### src/design/bspl_pkg.sv
`default_nettype none
package bspl_pkg;

    typedef enum logic [2:0] {
        CMD_WR_PLANE = 3'd0,
        CMD_WR_NODE  = 3'd1,
        CMD_WR_CLIP  = 3'd2,
        CMD_WR_LEAF  = 3'd3,
        CMD_CONTENTS = 3'd4,
        CMD_CAMERA   = 3'd5
    } cmd_t;

    typedef enum logic [2:0] {
        ST_OK    = 3'd0,
        ST_HULL  = 3'd1,
        ST_NODE  = 3'd2,
        ST_PLANE = 3'd3,
        ST_GUARD = 3'd4,
        ST_LEAF  = 3'd5
    } status_t;

    typedef enum logic [2:0] {
        CFG_ROOT0 = 3'd0,
        CFG_ROOT1 = 3'd1,
        CFG_ROOT2 = 3'd2,
        CFG_ROOT3 = 3'd3,
        CFG_NODES = 3'd4,
        CFG_CLIPS = 3'd5,
        CFG_LEAFS = 3'd6,
        CFG_PLANES = 3'd7
    } cfg_idx_t;

    localparam int SHIFT_DIST = 10;

    // One classified query handed from the front to the back.
    typedef struct packed {
        logic               is_err;    // bad hull, answer immediately
        logic               use_clip;  // walk the clip node table
        logic               want_leaf; // hull 0: read leaf contents
        logic               camera;    // camera query: answer leaf index
        logic signed [15:0] root;
        logic signed [31:0] x;
        logic signed [31:0] y;
        logic signed [31:0] z;
    } query_t;

endpackage
`default_nettype wire

### src/design/bspl_front.sv
`default_nettype none
module bspl_front
    import bspl_pkg::*;
(
    input  wire logic               valid,
    output logic                    ready,
    input  wire logic        [2:0]  command,
    input  wire logic signed [31:0] vec_x,
    input  wire logic signed [31:0] vec_y,
    input  wire logic signed [31:0] vec_z,
    input  wire logic        [2:0]  hull_select,
    input  wire logic signed [15:0] root0,
    input  wire logic signed [15:0] root1,
    input  wire logic signed [15:0] root2,
    input  wire logic signed [15:0] root3,
    input  wire logic               queue_full,
    input  wire logic               back_busy,
    output logic                    push,
    output query_t                  query,
    output logic                    table_write
);
    logic is_query;

    // A table write must not overtake a query that is still queued or walking.
    assign is_query    = (command == CMD_CONTENTS) || (command == CMD_CAMERA);
    assign ready       = is_query ? !queue_full : !back_busy;
    assign push        = valid && ready && is_query;
    assign table_write = valid && ready && !is_query;

    always_comb
    begin
        query           = '0;
        query.x         = vec_x;
        query.y         = vec_y;
        query.z         = vec_z;
        query.camera    = (command == CMD_CAMERA);
        query.is_err    = (command == CMD_CONTENTS) && (hull_select > 3'd3);
        query.use_clip  = (command == CMD_CONTENTS) && (hull_select != 3'd0);
        query.want_leaf = (command == CMD_CONTENTS) && (hull_select == 3'd0);
        case (hull_select)
            3'd0:    query.root = root0;
            3'd1:    query.root = root1;
            3'd2:    query.root = root2;
            3'd3:    query.root = root3;
            default: query.root = '0;
        endcase
        if (command == CMD_CAMERA)
        begin
            query.root = '0;
        end
    end
endmodule
`default_nettype wire

### config.mk
export PLATFORM = sky130hd
export DESIGN_NAME = bspl_front
export DESIGN_NICKNAME = d
export VERILOG_FILES = /design/src/design/bspl_pkg.sv /design/src/design/bspl_front.sv
export SDC_FILE = /design/constraint.sdc
export NUM_CORES = 1
export LEC_CHECK = 0
export BUFFER_PORTS_ARGS = -buffer_cell sky130_fd_sc_hd__buf_2
export CAP_MARGIN = 5
export CORE_AREA = 5 5 108 110
export DETAILED_ROUTE_END_ITERATION = 7
export DIE_AREA = 0 0 113 115
export SLEW_MARGIN = 40
export SYNTH_ARGS = -nofsm -noshare
export SYNTH_HDL_FRONTEND = slang
export SYNTH_SLANG_ARGS = --single-unit
### constraint.sdc
create_clock -name vclk -period 1.5
set_clock_uncertainty 0.1 [all_clocks]
set_input_delay 0.075 -clock vclk [all_inputs]
set_output_delay 0.075 -clock vclk [all_outputs]
set_load 0.005 [all_outputs]
==> results.ini <==
[critical_path]
path_delay_family=buffers and inverters
critPathKind=in -> out
critPathLaunchType=primary input
crit_top_cell=buf_2
slowest_delay_ps=280
cp_max_fo=10
crit_buf_inv=3
worstPathArrival_ps=1190
worstPathCellList=buf_2 -> buf_12 -> mux2i_1 -> o22ai_2 -> and2_1 -> buf_2
end_kind=primary output
cpMaxStageDelayCell=buf_2
required_ps=1320

[sta]
hold_violations=0
rsz0062_at_grt=no
tns_ps=0
fin_crit_ps=1370
fmax_mhz=731
tightest_slew_ps=461
slew_headroom_pct=69.3
drv_slew=0
setup_viol=0
post-route-period-util_pct=91.2

[placed_design]
io_buffers=96
place_congestion=0.800
dp_hpwl_um=4130

[floorplanning]
rows=38
ios=288
die_y_um=115
core-area_sq_um=10600
initial_utilization_pct=13.9
dieArea_sq_um=13000
die_w_um=113

[yosys]
avgSynthCellArea_sq_um=8.07
synth_top_area_cell=buf_4
synth.top_cell.area_share_pct=49.8
syn_area_sq_um=1480
syn-instance-count=183
seq_area_frac_synth_pct=0
synthTopCellsByCount=buf_4, mux2i_1, and2_1
synth_nets=352
yosys_warnings=0
synth_area_leaders=buf_4, mux2i_1, and2_1
synth.distinct_cells=19
yosysMostFrequentCell=buf_4

[detailed_routing]
ant_nets=0
met3_length_um=669
route.vias.total=1163
top_layer=met4
wl_met2_um=2380
wl_met1_um=1440
wl_um=4730
firstDrtPassIters=4
drtIter0Drc=24
via_per_inst=3.61
drc=0
routedWlPerCell_um=14.7

[finish]
register_area_sq_um=0
syn2layout_area_growth_pct=-4.06
finalCoreUtilization_pct=13.4
n_clock_buffer=0
antenna-diode-count=0
fin_nets=353
drive_gt1_share_pct=62.6
design.seq.count=0

[power_and_ir_drop]
internal_power_uw=186
power_leakage_nw=0.750
netSwitchingPower_uw=148
combPwrFrac_pct=100.0
power_frac_seq_pct=0
ir_drop_mv=0.0802
switching_share_pct=44.3
clkPwrFrac_pct=0
pwr_density_cell_nw_per_um2=236

[global_routing]
grt_max_degree=18
grt_first_pass_wirelength_um=6580
first_global_vias=1204
grt_use_total_pct=6.22
grt.overflow.total=0
antenna_found_initial=0

[outcome]
status=completed

[clock_tree]
post_cts_buffers=0
hold_buffers=0

[hold_path]
hp-class=in -> out

[run]
maxCapViolCount=0

==> metal layers <==
layer  vias up  track usage [%]
met3        40             3.11
met4         0             3.37
li1        520                -
met2        91             11.3
met5         -                0
met1       512             5.66
==> final timing paths <==
path | from | end | cells past startpoint
worst max-delay path | hull_select[0] | query[104] | 6
worst min-delay path | vec_y[18] | query[50] | 0
==> layout make-up <==
class                      count  area (sq um)
fill                        1211          9190
tap                          140           175
timing repair buffer         103           558
multi-input combinational     79           684
==> kinds of logic (layout without fill, tap and decap cells) <==
family / after synthesis / in the layout / share of synthesized area, %
muxes: 32 / 32 / 21.7
AOI/OAI and AO/OA: 17 / 17 / 10.9
and+or+nand+nor: 30 / 30 / 13.2
buffers and inverters: 104 / 103 / 54.2
==> placed cells by master (no fill, tap or decap) <==
cell type and instances:
o22ai_1 7, nand2b_1 1, nor4_2 1, a21oi_4 1, or2_1 1, buf_12 2, mux2i_1 32, and2_1 16
nor3_1 2, nor2_1 1, nor3b_1 5, o22ai_2 8, nand2_1 1, nor2b_1 1, o31a_1 1, buf_2 96
nand2b_2 1, buf_4 5
==> through the flow <==
stage	hold WS, ps	worst slack, ps	cells	power, mW	area, sq um
after CTS	50.0	62.8	322	0.337	1410
after detailed placement	50.0	64.3	322	0.336	1410
after global routing	50.0	47.1	322	0.370	1420
after floorplan	76.1	476	183	0.384	1480
final	50.0	131	322	0.334	1420
after global placement	50.0	78.5	322	0.326	1410
==> power by group through the flow <==
stage,combinational [mW],sequential (mW),clock [mW]
after global placement,0.326,0,0
after global routing,0.370,0,0
after floorplan,0.384,0,0
after CTS,0.337,0,0
final,0.334,0,0
after detailed placement,0.336,0,0
==> what timing repair did <==
action / CTS / global route
hold endpoints to repair: 0 / 0
gates resized for setup: 0 / 1
endpoints found under the setup margin: 0 / 7
No activity file was read; power rests on OpenSTA's default activity.
