**src/design/bspl_pkg.sv**
```systemverilog
`default_nettype none
package bspl_pkg;

    typedef enum logic [2:0] {
        CMD_WR_PLANE = 3'd0,
        CMD_WR_NODE  = 3'd1,
        CMD_WR_CLIP  = 3'd2,
        CMD_WR_LEAF  = 3'd3,
        CMD_CONTENTS = 3'd4,
        CMD_CAMERA   = 3'd5
    } cmd_t;

    typedef enum logic [2:0] {
        ST_OK    = 3'd0,
        ST_HULL  = 3'd1,
        ST_NODE  = 3'd2,
        ST_PLANE = 3'd3,
        ST_GUARD = 3'd4,
        ST_LEAF  = 3'd5
    } status_t;

    typedef enum logic [2:0] {
        CFG_ROOT0 = 3'd0,
        CFG_ROOT1 = 3'd1,
        CFG_ROOT2 = 3'd2,
        CFG_ROOT3 = 3'd3,
        CFG_NODES = 3'd4,
        CFG_CLIPS = 3'd5,
        CFG_LEAFS = 3'd6,
        CFG_PLANES = 3'd7
    } cfg_idx_t;

    localparam int SHIFT_DIST = 10;

    // One classified query handed from the front to the back.
    typedef struct packed {
        logic               is_err;    // bad hull, answer immediately
        logic               use_clip;  // walk the clip node table
        logic               want_leaf; // hull 0: read leaf contents
        logic               camera;    // camera query: answer leaf index
        logic signed [15:0] root;
        logic signed [31:0] x;
        logic signed [31:0] y;
        logic signed [31:0] z;
    } query_t;

endpackage
`default_nettype wire

```
**src/design/bspl_queue.sv**
```systemverilog
`default_nettype none
module bspl_queue
    import bspl_pkg::*;
(
    input  wire logic   clk,
    input  wire logic   rst_n,
    input  wire logic   push,
    input  query_t      push_data,
    output logic        full,
    input  wire logic   pop,
    output query_t      pop_data,
    output logic        nonempty
);
    query_t     slot_reg [2];
    logic [1:0] count_reg;
    logic [1:0] count_next;
    logic       rd_reg;
    logic       wr_reg;

    assign full     = (count_reg == 2'd2);
    assign nonempty = (count_reg != 2'd0);
    assign pop_data = slot_reg[rd_reg];

    always_comb
    begin
        count_next = count_reg;
        if (push && !pop)
        begin
            count_next = count_reg + 2'd1;
        end
        else if (pop && !push)
        begin
            count_next = count_reg - 2'd1;
        end
    end

    always_ff @(posedge clk or negedge rst_n)
    begin
        if (!rst_n)
        begin
            count_reg <= 2'd0;
            rd_reg    <= 1'b0;
            wr_reg    <= 1'b0;
        end
        else
        begin
            count_reg <= count_next;
            if (push)
            begin
                wr_reg <= ~wr_reg;
            end
            if (pop)
            begin
                rd_reg <= ~rd_reg;
            end
        end
    end

    always_ff @(posedge clk)
    begin
        if (push)
        begin
            slot_reg[wr_reg] <= push_data;
        end
    end
endmodule
`default_nettype wire

```
**config.mk**
```make
export PLATFORM = sky130hd
export DESIGN_NAME = bspl_queue
export DESIGN_NICKNAME = d
export VERILOG_FILES = /design/src/design/bspl_pkg.sv /design/src/design/bspl_queue.sv
export SDC_FILE = /design/constraint.sdc
export NUM_CORES = 1
export LEC_CHECK = 0
export BUFFER_PORTS_ARGS = -buffer_cell sky130_fd_sc_hd__buf_2
export CORE_MARGIN = 3
export CORE_UTILIZATION = 30
export CTS_BUF_LIST = sky130_fd_sc_hd__clkbuf_4 sky130_fd_sc_hd__clkbuf_8
export DETAILED_ROUTE_END_ITERATION = 10
export PLACE_DENSITY = 0.51
export REMOVE_ABC_BUFFERS = 1
export SYNTH_ARGS = -nofsm -noshare
export SYNTH_HDL_FRONTEND = slang
export SYNTH_SLANG_ARGS = --single-unit
```
**constraint.sdc**
```tcl
create_clock -name clk -period 7.62 [get_ports clk]
set_clock_uncertainty 0.2 [all_clocks]
set_input_delay 0.762 -clock clk [delete_from_list [all_inputs] [get_ports clk]]
set_output_delay 0.762 -clock clk [all_outputs]
set_load 0.02 [all_outputs]
```
==> results.md, run 1 <==
- CTS tree: yes
- Comb pwr share: 31.2%
- Period minus WS final: 3.899 ns
- CTS Buffer Depth: 3
- Final critical-path setup slack: 3.721 ns
- Port bufs: 237
- Flop pwr share: 44.5%
- Crit path DAT: 2.94 ns
- First-pass GRT wire length: 25880 um
- DIE HEIGHT: 176.0 um
- Largest net degree at the start of global routing: 68
- Initial antenna violation count: 4
- Clk pwr share: 24.3%
- Max_cap viols: 0
- HP Class: input pin to flip-flop
- Lkg Pwr: 4.196 nW
- GP Congestion: 0.7118
- Fmax: 0.2565 GHz
- Critical Path RT: 6.66 ns
- Via density: 4.179
- Maximum vdd drop: 0.0002406 V
- First DRT Iteration DRCs: 158
- Worst-Skew Late Latency: 0.50 ns
- Starting Density: 30.79%
- CTS Sinks: 236
- Power per standard cell area: 377.7 nW/um^2
- Total number of vias: 4388
- Pint: 0.002832 W
- Area growth from synthesis to layout: 26.88%
- GRT Overall Usage: 10.72%
- Synth Area in XOR/XNOR: 0.5051%
- Tightest Pin Transition: 0.9467 ns
- Max-slew violations: 0
- R2r setup slk: 5.08 ns
- Mux cell area share after synthesis: 16.36%
- DRT Wirelength: 17230 um
- Setup crit end kind: primary output
- Grt ovf: 0
- Largest family of logic cells by synthesized area: multiplexers
- YS warnings: 0
- Clk root buf: clkbuf_8
- Final worst-path cycle share: 51.17%
- Simple-Gate Fraction of Synth Area: 0.3319%
- Final net count: 770
- Gate Count Post-Synth: 377
- Startpoint Class: flip-flop
- Setup TNS: 0 ns
- Die area: 30980 um^2
- WL per Instance: 16.41 um
- Share of cells above drive strength 1: 62.30%
- Post-DP HPWL: 11250 um
- Cell Area, Synth: 8671 um^2
- Yosys cell types: 14
- RSZ-0062 raised after global routing: false
- Setup-failing EPs final: 0
- Switch share: 31.83%
- Num CTS Buffers: 41
- Seq/Total Area, Yosys: 81.50%
- Slew Limit Headroom: 36.89%
- Die Wd: 176.0 um
- Core Area: 28160 um^2
- FF+latch count, synth: 236
- Clock-pin slew on the worst setup and hold paths: 0.06 ns
- Syn Area/Cell: 23.00 um^2
- # rows: 61
- Max reg flops: 232
- Worst slack at placement: 4.153 ns
- CP max FO: 60
- Compound-gate portion of the synthesized area: 0%
- Vias in the first global route: 4725
- Post-cts sizing count: 0
- Io pins: 238
- Drt pass-1 iters: 4
- Status: complete, no violations
- Adder-cell share of the synthesized area: 0.1443%
- Switch Pwr: 0.001323 W
- Crit path kind: flip-flop to primary output
- Post-DRT Antenna Nets: 0
- Final hold vios: 0
- H-tree lvl count: 2
- Drt drc: 0
[cells by family after synthesis]
kind of cell  count (synthesis)
xor+xnor                      5
fa+ha+maj                     1
buf+inv                      14
flops                       236
mux                         116
simple gates                  5
[metal layers]
layer  vias up  share of wire [%]  GRT usage [%]
met3        48                9.5          4.559
met4         6                2.6          3.959
met2       174                 49          17.99
met1      2115                 39          12.24
li1       2045                  -              -
met5         -               0.23              0
[Yosys cell counts (all sizes together)]
cell	n	area, um^2
xor2	4	35.03
inv	1	3.750
edfxtp	232	6967
mux2	116	1419
nor2b	2	12.51
xnor2	1	8.760
nor2	1	3.750
dfrtp	4	100.1
or2	1	6.260
and2	1	6.260
ha	1	12.51
buf	13	96.34
[path summary, 6_finish.rpt]
path                                 from          endpoint  cells past startpoint
min reg2reg                  count_reg[1]      count_reg[1]                      1
max in group asynchronous           rst_n            rd_reg                      2
max                                rd_reg     pop_data[105]                      3
min                        push_data[100]  slot_reg[1][100]                      1
min in group asynchronous           rst_n      count_reg[1]                      2
max reg2reg                        wr_reg   slot_reg[1][54]                      2
[area by class of cell]
class,count,area [um^2]
Antenna cell,1,2.502
Clock buffer,56,676.9
Clock inverter,9,35.03
Fill cell,2610,17160
Inverter,1,3.754
Multi-Input combinational cell,127,1514
Sequential cell,236,7071
Tap cell,378,473.0
Timing Repair Buffer,242,1226
[what timing repair did]
item                                   4_1_cts  5_1_grt
hold buffers                                 1        0
buffers inserted                             0        0
endpoints found under the hold margin        4        0
[power groups by stage]
stage | clock network [W] | logic [W] | registers [W]
floorplan | 0 | 0.000905 | 0.00192
global placement | 0 | 0.00132 | 0.00187
detailed placement | 0 | 0.00132 | 0.00188
CTS | 0.00106 | 0.00133 | 0.00186
global route | 0.00113 | 0.00139 | 0.00188
finish | 0.00101 | 0.00130 | 0.00185
[cell usage in the layout, fill, tap and decap left out]
| cell | n |
|---|---|
| and2_4 | 1 |
| buf_2 | 237 |
| buf_4 | 4 |
| clkbuf_4 | 15 |
| clkbuf_8 | 41 |
| clkinv_1 | 8 |
| clkinv_2 | 1 |
| dfrtp_1 | 3 |
| dfrtp_4 | 1 |
| diode_2 | 1 |
| dlygate4sd3_1 | 1 |
| edfxtp_1 | 232 |
| ha_1 | 1 |
| inv_1 | 1 |
| mux2_2 | 86 |
| mux2_4 | 30 |
| nor2_1 | 1 |
| nor2b_1 | 1 |
| nor2b_4 | 1 |
| or2_2 | 1 |
| xnor2_1 | 1 |
| xor2_1 | 4 |
[metrics by stage]
step	instances	util, %	area (um^2)	hold slack [ns]	power [W]
detailed placement	983	36.49	10280	0.3032	0.003207
CTS	1049	39.06	11000	0.1799	0.004251
floorplan	364	-	8574	0.2474	0.002826
global placement	983	36.49	10280	0.2652	0.003188
global route	1050	39.06	11000	0.1892	0.004392
finish	1050	39.06	11000	0.2344	0.004155
[critical path: stages, from the launching register on]
cell and delay [ns]:
dfrtp_4 0.98, buf_4 0.83, mux2_2 0.42, buf_2 0.16
Power figures use the tool's default switching activity.
==> run 2: changes to the inputs <==
--- a/config.mk
+++ b/config.mk
@@ -5,6 +5,7 @@
 export SDC_FILE = /design/constraint.sdc
 export NUM_CORES = 1
 export LEC_CHECK = 0
+export ABC_AREA = 1
 export BUFFER_PORTS_ARGS = -buffer_cell sky130_fd_sc_hd__buf_2
 export CORE_MARGIN = 3
 export CORE_UTILIZATION = 30
==> constraint.sdc (replaced) <==
create_clock -name clk -period 3.7 [get_ports clk]
set_clock_uncertainty 0.2 [all_clocks]
set_input_delay 0.37 -clock clk [delete_from_list [all_inputs] [get_ports clk]]
set_output_delay 0.37 -clock clk [all_outputs]
set_load 0.02 [all_outputs]
==> run 2 against run 1 <==
Against the previous run:
- register-to-register slack worse by 3.5 ns
- die area grew 0.20%
- final cell count up 12%
- sequential cell count is the same
==> results.md, run 2 <==
- Status: complete, no violations (unchanged)
- DRT Wirelength: 18710 um (was 17230 um)
- Drt pass-1 iters: 5 (was 4)
- Synth cell count leaders: edfxtp_1, mux2_2, mux2_4 (unchanged)
- HP Class: flip-flop to flip-flop (was input pin to flip-flop)
- Mux cell area share after synthesis: 16.33% (was 16.36%)
- Hold_ws: 0.2783 ns (was 0.2344 ns)
- Vias in the first global route: 5636 (was 4725)
- Final net count: 900 (was 770)
- CTS tree: yes (unchanged)
- Worst-Skew Late Latency: 0.50 ns (about the same)
- Crit path DAT: 2.32 ns (was 2.94 ns)
- First-pass GRT wire length: 29200 um (was 25880 um)
- Synth Area in XOR/XNOR: 0.3024% (was 0.5051%)
- CP Cell Sequence: buf_4 -> mux2_2 -> buf_2 (unchanged)
- Crit path kind: flip-flop to primary output (unchanged)
- Grt ovf: 0 (unchanged)
- Cell Area, Synth: 8688 um^2 (was 8671 um^2)
- Post-cts sizing count: 0 (unchanged)
- Adder-cell share of the synthesized area: 0.1440% (was 0.1443%)
- Gate Count Post-Synth: 386 (was 377)
- CTS Sinks: 236 (unchanged)
- Setup crit end kind: primary output (unchanged)
- Simple-Gate Fraction of Synth Area: 0.4752% (was 0.3319%)
- Num CTS Buffers: 41 (unchanged)
- Max-slew violations: 0 (unchanged)
- H-tree lvl count: 2 (unchanged)
- Post-CTS Setup Repair Bufs: 0 (unchanged)
- Synth area leaders: edfxtp_1, mux2_2, mux2_4, dfrtp_1, buf_6 (unchanged)
- Initial antenna violation count: 0 (was 4)
- YS warnings: 0 (unchanged)
- Setup TNS: 0 ns (unchanged)
- FF+latch count, synth: 236 (unchanged)
- Most common cell after layout, fill and taps aside: buf_2 (unchanged)
- WL per Instance: 15.85 um (was 16.41 um)
- Yosys cell types: 14 (unchanged)
- Port bufs: 237 (unchanged)
- Prevailing post-synth register cell: edfxtp_1 (unchanged)
- Clock-pin slew on the worst setup and hold paths: 0.05 ns (was 0.06 ns)
- Area growth from synthesis to layout: 41.22% (was 26.88%)
- Post-DRT Antenna Nets: 0 (unchanged)
- Critical Path RT: 3.13 ns (was 6.66 ns)
- Cell family with most CP delay: buffers and inverters (unchanged)
- First DRT Iteration DRCs: 216 (was 158)
- Drt drc: 0 (unchanged)
- Post-DP HPWL: 11580 um (was 11250 um)
- Crit path largest cell delay: 0.69 ns (was 0.98 ns)
- Power per standard cell area: 716.2 nW/um^2 (was 377.7 nW/um^2)
- Lkg Pwr: 4.746 nW (was 4.196 nW)
- Asr flop ratio synth: 1.695% (unchanged)
- Compound-gate portion of the synthesized area: 0% (unchanged)
- Total Power: 0.008787 W (was 0.004155 W)
- Clk root buf: clkbuf_8 (unchanged)
- Final worst-path cycle share: 78.06%
- Die area: 31040 um^2 (was 30980 um^2)
- Starting Density: 30.85% (was 30.79%)
- Io pins: 238 (unchanged)
- GRT Overall Usage: 11.91% (was 10.72%)
- Startpoint Class: flip-flop (unchanged)
- Post-synth EDFFs: 232 (unchanged)
- N_diodes: 0 (was 1)
- CP bufs+invs: 2 (unchanged)
- Slew Limit Headroom: 26.02% (was 36.89%)
- GP Congestion: 0.7191 (was 0.7118)
- Total number of vias: 5004 (was 4388)
- Fin util: 43.56% (was 39.06%)
- Period minus WS final: 2.888 ns
- Maximum vdd drop: 0.0003685 V (was 0.0002406 V)
- Core Area: 28160 um^2 (unchanged)
- DIE HEIGHT: 176.2 um (was 176.0 um)
- Largest net degree at the start of global routing: 78 (was 68)
- Max reg flops: 232 (unchanged)
- Final hold vios: 0 (unchanged)
- Count leader, synth: edfxtp_1 (unchanged)
- Setup-failing EPs final: 0 (unchanged)
- Tightest Pin Transition: 1.110 ns (was 0.9467 ns)
- # rows: 61 (unchanged)
- Max_cap viols: 0 (unchanged)
- Share of cells above drive strength 1: 52.24% (was 62.30%)
- CTS Buffer Depth: 3 (unchanged)
- Die Wd: 176.2 um (was 176.0 um)
- Seq/Total Area, Yosys: 81.34% (was 81.50%)
- Filler instances: 2469 (was 2610)
- Most frequent cells in the layout: buf_2, edfxtp_1, dlygate4sd3_1 (was buf_2, edfxtp_1, mux2_2)
- Fmax: 0.3462 GHz
- # placed instances: 994 (was 983)
- Syn Area/Cell: 22.51 um^2 (was 23.00 um^2)
- Share of the synthesized area in the top cell type: 80.18% (was 80.35%)
- Fin cells: 1180 (was 1050)
- Via density: 4.241 (was 4.179)
- RSZ-0062 raised after global routing: false (unchanged)
- Slowest CP cell: dfrtp_4 (unchanged)
- CP max FO: 38 (was 60)
- Cell taking the most area after synthesis: edfxtp_1 (unchanged)
- Largest family of logic cells by synthesized area: multiplexers (unchanged)
## run 2: cell count changes in the layout (fill, tap and decap cells not counted), sizes merged, moves of 2 or more
cell,change
dlygate4sd3,+119
inv,+6
nand2,+6
clkbuf,-3
clkinv,+3
buf,+2
nor2b,-2
xor2,-2
## run 2: cell families (layout without fill, tap and decap cells)
logic type	count (synthesis)	after routing
flops	236	236
buf+inv	20	436
mux	116	116
xor+xnor	3	3
simple gates	10	10
fa+ha+maj	1	1
## run 2: timing repair
item                                    CTS  global route
endpoints found under the setup margin    0             0
hold buffers                            120             0
endpoints found under the hold margin   238             0
## run 2: area by class of cell
class	count	area (um^2)	share of cell area, %
clock buffers	53	654.4	5.333
flip-flops and latches	236	7071	57.63
multi-input cells	130	1506	12.28
clock inverters	13	78.83	0.6425
inverters	7	28.78	0.2345
repair buffers	363	2457	20.03
well taps	378	473.0	3.855
## run 2: worst register-to-register path: stages (launching register included)
cell and delay [ns]:
dfrtp_1 0.43, nand2_1 0.12, inv_4 0.58, buf_4 0.42
## run 2: final timing paths
| kind | startpoint | endpoint | slack, ns | cells past startpoint |
|---|---|---|---|---|
| min | count_reg[1] | count_reg[1] | 0.28 | 2 |
| min in group asynchronous | rst_n | count_reg[0] | 0.57 | 3 |
| max | rd_reg | pop_data[12] | 0.81 | 3 |
| max reg2reg | wr_reg | slot_reg[1][45] | 1.61 | 3 |
| max in group asynchronous | rst_n | rd_reg | 2.52 | 3 |
| min reg2reg | count_reg[1] | count_reg[1] | 0.28 | 2 |
## run 2: per-layer routing
layer	track usage [%]	part of all wire [%]	vias to the layer above	wire [um]
met3	3.914	8.7	51	1620
met4	4.718	3.1	0	577
li1	-	-	2316	-
met1	13.69	39	2429	7220
met5	0	0	-	0
met2	20.55	50	208	9288
## run 2: stage by stage
stage,instance area [um^2],worst slack [ns]
3_3_place_gp,10330,1.312
3_5_place_dp,10330,1.279
2_1_floorplan,8592,-2.359
5_1_grt,12270,0.6470
4_1_cts,12270,0.7090
6_report,12270,0.8117
## run 2: power by group
part | switching, W | internal [W]
Sequential | 0.000183 | 0.00356
Combinational | 0.00169 | 0.00121
Clock | 0.000938 | 0.00121
